==> src/sv/shp_pkg.sv <==
`default_nettype none

package shp_pkg;

    localparam int ADC_W      = 12;
    localparam int ANGLE_W    = 9;
    localparam int DUTY_W     = 15;
    localparam int GAIN_W     = 16;
    localparam int ERR_W      = 10;
    localparam int SUM_W      = 12;
    localparam int DIFF_W     = 11;
    localparam int DRIVE_W    = 30;
    localparam int SCALED_W   = 21;
    localparam int CFG_IDX_W  = 2;
    localparam int CFG_DATA_W = 16;
    localparam int S_TDATA_W  = 16;
    localparam int M_TDATA_W  = 40;

    // full scale is 2^ADC_W - 1; the angle divider depends on that
    localparam logic [ADC_W-1:0]   ADC_FULL_SCALE = 12'd4095;
    localparam logic [ANGLE_W-1:0] DEG_FULL       = 9'd360;
    localparam logic [SUM_W:0]     INTEGRAL_LIMIT = 13'd2000;
    localparam logic [DRIVE_W-1:0] DRIVE_LIMIT    = 30'd25600;

    typedef enum logic [CFG_IDX_W-1:0] {
        REG_TARGET = 2'd0,
        REG_GAIN_P = 2'd1,
        REG_GAIN_I = 2'd2,
        REG_GAIN_D = 2'd3
    } t_reg_idx;

    typedef logic [ANGLE_W-1:0]        t_angle;
    typedef logic [DUTY_W-1:0]         t_duty;
    typedef logic signed [GAIN_W-1:0]  t_gain;
    typedef logic signed [ERR_W-1:0]   t_err;
    typedef logic signed [SUM_W-1:0]   t_sum;
    typedef logic signed [SUM_W:0]     t_sum_raw;
    typedef logic signed [DIFF_W-1:0]  t_diff;
    typedef logic signed [25:0]        t_term_p;
    typedef logic signed [27:0]        t_term_i;
    typedef logic signed [26:0]        t_term_d;
    typedef logic signed [DRIVE_W-1:0] t_drive;

    typedef struct packed {
        t_angle target;
        t_gain  kp;
        t_gain  ki;
        t_gain  kd;
    } t_cfg;

    typedef struct packed {
        t_angle  angle;
        t_term_p p;
        t_term_i i;
        t_term_d d;
    } t_terms;

endpackage

`default_nettype wire

==> src/sv/shp_angle.sv <==
`default_nettype none

module shp_angle (
    input  logic [shp_pkg::ADC_W-1:0] i_sample,
    output shp_pkg::t_angle           o_angle
);

    logic [shp_pkg::SCALED_W-1:0] scaled;
    logic [shp_pkg::ANGLE_W-1:0]  q0;
    logic [shp_pkg::ADC_W:0]      rem;
    logic [shp_pkg::ANGLE_W:0]    quo;

    // x/4095: x = q0*4095 + (low + q0), remainder below 2*4095
    always_comb begin
        scaled = shp_pkg::SCALED_W'(i_sample) * shp_pkg::SCALED_W'(shp_pkg::DEG_FULL);
        q0     = scaled[shp_pkg::SCALED_W-1:shp_pkg::ADC_W];
        rem    = (shp_pkg::ADC_W+1)'(scaled[shp_pkg::ADC_W-1:0])
               + (shp_pkg::ADC_W+1)'(q0);
        if (rem >= (shp_pkg::ADC_W+1)'(shp_pkg::ADC_FULL_SCALE)) begin
            quo = (shp_pkg::ANGLE_W+1)'(q0) + (shp_pkg::ANGLE_W+1)'(1);
        end else begin
            quo = (shp_pkg::ANGLE_W+1)'(q0);
        end
        if (quo > (shp_pkg::ANGLE_W+1)'(shp_pkg::DEG_FULL)) begin
            o_angle = shp_pkg::DEG_FULL;
        end else begin
            o_angle = quo[shp_pkg::ANGLE_W-1:0];
        end
    end

endmodule

`default_nettype wire

==> src/sv/shp_law.sv <==
`default_nettype none

module shp_law (
    input  logic            i_clk,
    input  logic            i_rst_n,
    input  logic            i_load,
    input  shp_pkg::t_angle i_angle,
    input  shp_pkg::t_cfg   i_cfg,
    output shp_pkg::t_terms o_terms
);

    shp_pkg::t_sum     r_sum, n_sum;
    shp_pkg::t_err     r_prev;
    shp_pkg::t_terms   r_terms, n_terms;
    shp_pkg::t_err     err;
    shp_pkg::t_sum_raw sum_raw;
    shp_pkg::t_diff    diff;

    always_comb begin
        err = shp_pkg::t_err'({1'b0, i_cfg.target}) - shp_pkg::t_err'({1'b0, i_angle});

        sum_raw = shp_pkg::t_sum_raw'(r_sum) + shp_pkg::t_sum_raw'(err);
        if (sum_raw > $signed(shp_pkg::INTEGRAL_LIMIT)) begin
            n_sum = shp_pkg::t_sum'(shp_pkg::INTEGRAL_LIMIT);
        end else if (sum_raw < -$signed(shp_pkg::INTEGRAL_LIMIT)) begin
            n_sum = shp_pkg::t_sum'(-$signed(shp_pkg::INTEGRAL_LIMIT));
        end else begin
            n_sum = sum_raw[shp_pkg::SUM_W-1:0];
        end

        diff = shp_pkg::t_diff'(err) - shp_pkg::t_diff'(r_prev);

        n_terms.angle = i_angle;
        n_terms.p     = shp_pkg::t_term_p'(i_cfg.kp) * shp_pkg::t_term_p'(err);
        n_terms.i     = shp_pkg::t_term_i'(i_cfg.ki) * shp_pkg::t_term_i'(n_sum);
        n_terms.d     = shp_pkg::t_term_d'(i_cfg.kd) * shp_pkg::t_term_d'(diff);
    end

    always_ff @(posedge i_clk) begin
        if (!i_rst_n) begin
            r_sum  <= '0;
            r_prev <= '0;
        end else if (i_load) begin
            r_sum  <= n_sum;
            r_prev <= err;
        end
    end

    always_ff @(posedge i_clk) begin
        if (i_load) begin
            r_terms <= n_terms;
        end
    end

    assign o_terms = r_terms;

endmodule

`default_nettype wire

==> src/sv/shp_drive.sv <==
`default_nettype none

module shp_drive (
    input  shp_pkg::t_terms i_terms,
    output shp_pkg::t_duty  o_duty_ccw,
    output shp_pkg::t_duty  o_duty_cw
);

    shp_pkg::t_drive total;
    shp_pkg::t_drive sat;
    shp_pkg::t_drive mag;

    always_comb begin
        total = shp_pkg::t_drive'(i_terms.p)
              + shp_pkg::t_drive'(i_terms.i)
              + shp_pkg::t_drive'(i_terms.d);
        if (total > $signed(shp_pkg::DRIVE_LIMIT)) begin
            sat = $signed(shp_pkg::DRIVE_LIMIT);
        end else if (total < -$signed(shp_pkg::DRIVE_LIMIT)) begin
            sat = -$signed(shp_pkg::DRIVE_LIMIT);
        end else begin
            sat = total;
        end
        mag = -sat;
        if (sat[shp_pkg::DRIVE_W-1]) begin
            o_duty_ccw = '0;
            o_duty_cw  = mag[shp_pkg::DUTY_W-1:0];
        end else begin
            o_duty_ccw = sat[shp_pkg::DUTY_W-1:0];
            o_duty_cw  = '0;
        end
    end

endmodule

`default_nettype wire

==> src/sv/servo_pid_hbridge.sv <==
// PID position loop for a potentiometer servo driving an H-bridge.
//
// Configuration: write target_angle (index 0) and the Q8.8 gains p, i, d
// (indexes 1..3) on the cfg channel while no sample is in flight.
// o_cfg_ready is always high. Index 0 takes i_cfg_data[8:0].
// Input: one 12-bit sensor sample per request on the s_axis channel.
// Output: one request per sample on m_axis: angle, duty_ccw, duty_cw.
// The angle is registered at accept, then error, integrator and products
// in the product stage, then drive sum, clamp and split into the output
// register.
// One sample is taken per cycle while the pipeline is not stalled; the integrator
// and the previous error update in the product stage together with the products.
// Stall: each stage holds while the one after it is full, so the pipeline
// holds up to three samples while a result waits; the output holds until
// taken.
// Reset clears the pipeline valids, the error sum, the previous error and
// the configuration (target and gains become zero).
`default_nettype none

module servo_pid_hbridge (
    input  logic                             i_clk,
    input  logic                             i_rst_n,
    input  logic                             s_axis_tvalid,
    output logic                             s_axis_tready,
    input  logic [shp_pkg::S_TDATA_W-1:0]    s_axis_tdata,  // [11:0] adc_sample
    output logic                             m_axis_tvalid,
    input  logic                             m_axis_tready,
    output logic [shp_pkg::M_TDATA_W-1:0]    m_axis_tdata,  // [8:0] angle, [23:9] duty_ccw,
                                                            // [38:24] duty_cw
    input  logic                             i_cfg_valid,
    output logic                             o_cfg_ready,
    input  logic [shp_pkg::CFG_IDX_W-1:0]    i_cfg_index,
    input  logic [shp_pkg::CFG_DATA_W-1:0]   i_cfg_data
);

    shp_pkg::t_cfg   r_cfg;
    logic            r_v1, r_v2, r_v3;
    shp_pkg::t_angle r_angle;
    shp_pkg::t_angle angle_in;
    shp_pkg::t_terms terms;
    shp_pkg::t_duty  duty_ccw, duty_cw;
    logic [shp_pkg::M_TDATA_W-1:0] r_tdata;
    logic            out_free, ready2, ready1, adv1;

    assign out_free      = !r_v3 || m_axis_tready;
    assign ready2        = !r_v2 || out_free;
    assign ready1        = !r_v1 || ready2;
    assign adv1          = r_v1 && ready2;
    assign s_axis_tready = ready1;
    assign o_cfg_ready   = 1'b1;

    always_ff @(posedge i_clk) begin
        if (!i_rst_n) begin
            r_cfg <= '0;
        end else if (i_cfg_valid) begin
            case (shp_pkg::t_reg_idx'(i_cfg_index))
                shp_pkg::REG_TARGET: r_cfg.target <= i_cfg_data[shp_pkg::ANGLE_W-1:0];
                shp_pkg::REG_GAIN_P: r_cfg.kp     <= i_cfg_data;
                shp_pkg::REG_GAIN_I: r_cfg.ki     <= i_cfg_data;
                shp_pkg::REG_GAIN_D: r_cfg.kd     <= i_cfg_data;
                default: ;
            endcase
        end
    end

    always_ff @(posedge i_clk) begin
        if (!i_rst_n) begin
            r_v1 <= 1'b0;
            r_v2 <= 1'b0;
            r_v3 <= 1'b0;
        end else begin
            if (ready1) begin
                r_v1 <= s_axis_tvalid;
            end
            if (ready2) begin
                r_v2 <= r_v1;
            end
            if (out_free) begin
                r_v3 <= r_v2;
            end
        end
    end

    shp_angle u_angle (
        .i_sample (s_axis_tdata[shp_pkg::ADC_W-1:0]),
        .o_angle  (angle_in)
    );

    always_ff @(posedge i_clk) begin
        if (s_axis_tvalid && ready1) begin
            r_angle <= angle_in;
        end
    end

    shp_law u_law (
        .i_clk   (i_clk),
        .i_rst_n (i_rst_n),
        .i_load  (adv1),
        .i_angle (r_angle),
        .i_cfg   (r_cfg),
        .o_terms (terms)
    );

    shp_drive u_drive (
        .i_terms    (terms),
        .o_duty_ccw (duty_ccw),
        .o_duty_cw  (duty_cw)
    );

    always_ff @(posedge i_clk) begin
        if (r_v2 && out_free) begin
            r_tdata <= {1'b0, duty_cw, duty_ccw, terms.angle};
        end
    end

    assign m_axis_tvalid = r_v3;
    assign m_axis_tdata  = r_tdata;

endmodule

`default_nettype wire

==> config.mk <==
export PLATFORM = sky130hd
export DESIGN_NAME = servo_pid_hbridge
export DESIGN_NICKNAME = d
export VERILOG_FILES = /design/src/sv/shp_pkg.sv /design/src/sv/shp_angle.sv /design/src/sv/shp_law.sv /design/src/sv/shp_drive.sv /design/src/sv/servo_pid_hbridge.sv
export SDC_FILE = /design/constraint.sdc
export NUM_CORES = 2
export LEC_CHECK = 0
export BUFFER_PORTS_ARGS = -buffer_cell sky130_fd_sc_hd__buf_2
export CELL_PAD_IN_SITES_DETAIL_PLACEMENT = 1
export CELL_PAD_IN_SITES_GLOBAL_PLACEMENT = 1
export CORE_ASPECT_RATIO = 1.2
export CORE_MARGIN = 2
export CORE_UTILIZATION = 35
export CTS_BUF_LIST = sky130_fd_sc_hd__clkbuf_8
export DETAILED_ROUTE_END_ITERATION = 6
export GPL_TIMING_DRIVEN = 0
export PLACE_DENSITY = 0.63
export SKIP_CTS_REPAIR_TIMING = 1
export SYNTH_ARGS = -nofsm -noshare
export SYNTH_HDL_FRONTEND = slang
export SYNTH_SLANG_ARGS = --single-unit
==> constraint.sdc <==
create_clock -name i_clk -period 9 [get_ports i_clk]
set_input_delay 0.45 -clock i_clk [delete_from_list [all_inputs] [get_ports i_clk]]
set_output_delay 0.45 -clock i_clk [all_outputs]
set_load 0.01 [all_outputs]
==> impl_results.md <==
- Hold violation count in the final report: 0
- CP Launch Type: register
- Total CTS buffers: 40
- Outcome: complete, but fails checks
- Routed len/inst: 19.7 um
- Hold path endpoint: r_v1$_SDFFE_PN0N_
- Slowest CP cell: fa_2
- Initial Utilization: 0.352
- Worst Hold Class: input port to register
- Reg clk slew, reported paths: 0.07 ns
- Pre-antenna DRT Iters: 6
- Max-Cap Viols: 0
- Top-area cell type share of the netlist area: 0.327
- Simple-gate share of the synthesized area: 0.168
- Synth Warn #: 0
- Worst Path Required: 9.41 ns
- Post-Syn Area: 32,400 um^2
- Worst setup margin: -0.479 ns
- Initial DRC Count: 875
- Synth area leader: fa_1
- Clk_skew: 0.0777 ns
- DIE AREA: 95,100 um^2
- I/O Pins: 82
- Distinct cell type count of the synthesized netlist: 96
- Setup violators final: 9
- Wirelength, routed: between 90,000 and 100,000 um
- Die height: between 300 and 400 um
- Final period utilization: 1.05
- Sink Count: 220
- Fraction of layout cells with a size suffix above 1: 0.129
- Max-slew violations: 0
- Peak Freq: 106 MHz
- Clock root buffer: clkbuf_8
- Row count: 122
- Synth Area in Compound Gates: 0.0899
- Synth Area in XOR/XNOR: 0.0388
- Register area share after synthesis: 0.178
- Reg2reg end: u_law.o_terms[53]$_DFFE_PP_
- CP peak stage delay: 0.56 ns
- Hold Path Cell Cnt: 3
- Worst path most repeated cell: fa_1
- Main synth FF type: edfxtp_1
- Antenna violations before repair: 7
- Via Count: 24,200
- Routability cong.: 0.821
- Asr flop ratio synth: 0
- Slew @ Worst Pin: around 1.1 ns
- H-tree depth: 2
- DR vias/cell: around 5
- Hold_sp: s_axis_tvalid
- GRT overflow: 0
- Largest net degree at the start of global routing: 70
- Vias in the first global route: roughly 27,000
- Violations in the final reports: negative setup slack
- Clock Latency Late Sink: 0.67 ns
- Post-layout net count: 4,466
- Tightest hold margin: 0.0629 ns
- Post-synth net total: about 4,300
- Reg2reg start: r_angle[0]$_SDFFCE_PN0P_
- Synth area leaders: fa_1, edfxtp_1, ha_1
- DP Wirelength: 78,700 um
- RSZ-0062 raised after global routing: true
- I/O Buffers: 74
- Crit path DAT: 9.89 ns
- Max Root-Sink Buffers: 3
- Synthesized instance count: ~3,400
- CTS tree: done
- Nature of the critical path endpoint: register
- Setup CP Type: register to register
- Seq cells post-synth: 220
- Setup slack, reg-to-reg: -0.48 ns
- Adder-cell share of the synthesized area: 0.436
- Min cycle time layout: around 9.5 ns
- First-pass GRT wire length: ~150,000 um
- Mean Syn Cell Area: 9.48 um^2
- Drt drc: 0
- Reg2Reg Depth: 43
- Slew margin rel.: 0.279
- GRT Util Overall: 0.205
- Area growth from synthesis to layout: 14.9%
- Mux share of post-synthesis cell area: 0.00540
- Maximum fanout along the worst path: 8
- Combinational family with the most area after synthesis: adder cells
- Core ar.: 92,000 um^2
- Die X: around 280 um
- EDFF count, synth: 138
- Routed Antenna Nets: 0
synth_stat cells (36+ instances only):
library cell	instances
a21boi_0	65
xnor2_1	102
nor3_1	58
fa_1	530
nor2_1	118
clkbuf_1	116
a21oi_1	94
dfxtp_1	82
nand2_1	432
xor2_1	40
inv_1	586
nand3_1	39
edfxtp_1	138
nor2b_1	72
ha_1	279
a21o_1	36
and2_1	206
o21ai_0	63
how the worst max path moves through the flow:
stage,slack (ns),end,start,cells after the start
after floorplan,0.03,u_law.o_terms[53]$_DFFE_PP_,r_cfg[48]$_SDFFE_PN0P_,43
after global placement,-2.91,u_law.o_terms[54]$_DFFE_PP_,r_angle[0]$_SDFFCE_PN0P_,39
after detailed placement,-2.96,u_law.o_terms[54]$_DFFE_PP_,r_angle[1]$_SDFFCE_PN0P_,41
after CTS,-3.07,u_law.o_terms[54]$_DFFE_PP_,r_angle[1]$_SDFFCE_PN0P_,41
after global routing,-0.83,u_law.o_terms[54]$_DFFE_PP_,r_angle[0]$_SDFFCE_PN0P_,45
final,-0.48,u_law.o_terms[53]$_DFFE_PP_,r_angle[0]$_SDFFCE_PN0P_,43
stage by stage:
step	setup WS (ns)	TNS, ns	instances	util	area [um^2]
after floorplan	0.0299	0	3422	-	32500
after global placement	-2.91	-60.09	4736	0.374	34400
after detailed placement	-2.96	-60.17	4738	0.374	34500
after CTS	-3.07	-64.69	4811	0.385	35400
after global routing	-0.827	-6.29	4890	0.405	37300
final	-0.479	-1.76	4894	0.405	37300
per-layer routing:
layer,vias up,GRT usage,share of wire
li1,11300,-,-
met5,-,0,0
met4,0,0.0616,0.031
met2,322,0.391,0.54
met3,132,0.0171,0.027
met1,12400,0.241,0.41
flip-flops by register name, summed over array words and instances (netlist names):
signal and count:
u_law.o_terms 90, r_cfg 57, m_axis_tdata 39, u_law.r_sum 12, u_law.r_prev 10, r_angle 9, m_axis_tvalid 1, r_v1 1
r_v2 1
layout by cell type, fill, tap and decap left out, types with 12 or more instances in the layout:
cell,n
dfxtp_1,82
xor2_1,35
xnor2_1,91
inv_1,582
nand2_1,425
clkbuf_1,86
o21ai_0,49
a21boi_0,59
clkbuf_8,40
nor3_1,55
mux2i_1,12
nor2_1,108
nor2b_1,66
and2_1,201
or2_2,25
nand2b_1,25
nand3_1,37
and3_1,30
o21a_1,24
a21oi_1,68
buf_6,14
buf_4,78
a21oi_2,19
buf_2,82
ha_4,17
or3_1,17
fa_1,522
edfxtp_1,138
ha_1,256
a21o_1,35
worst max-delay path: cells and delay by family, from the launching register on:
kind | cells | cell delay, ns
adder cells (fa/ha/maj) | 9 | 3.55
AO/OA/AOI/OAI | 14 | 2.44
AND/OR/NAND/NOR | 8 | 1.20
buffers and inverters | 8 | 0.75
XOR/XNOR | 3 | 0.58
flip-flops | 1 | 0.38
multiplexers | 1 | 0.29
cell families (layout without fill, tap and decap cells):
logic type | count (synthesis) | after routing
AOI/OAI and AO/OA | 423 | 423
xor gates and xnor gates | 143 | 143
adders and majority gates | 812 | 812
buffers and inverters | 717 | 944
DFF | 220 | 220
muxes | 17 | 17
other | 2 | 7
and+or+nand+nor | 1088 | 1088
layout make-up:
class,instances,area (um^2)
Fill cell,10500,54800
Multi-Input combinational cell,2485,25000
Sequential cell,220,5790
Inverter,586,2200
Tap cell,1240,1550
Timing Repair Buffer,156,1060
Buffer,129,723
Clock buffer,40,551
Clock inverter,33,412
Antenna cell,5,12.5
Power is left out: the tool's default activity adds up to more than one toggle a clock period on the data nets, which glitch-free logic cannot reach.
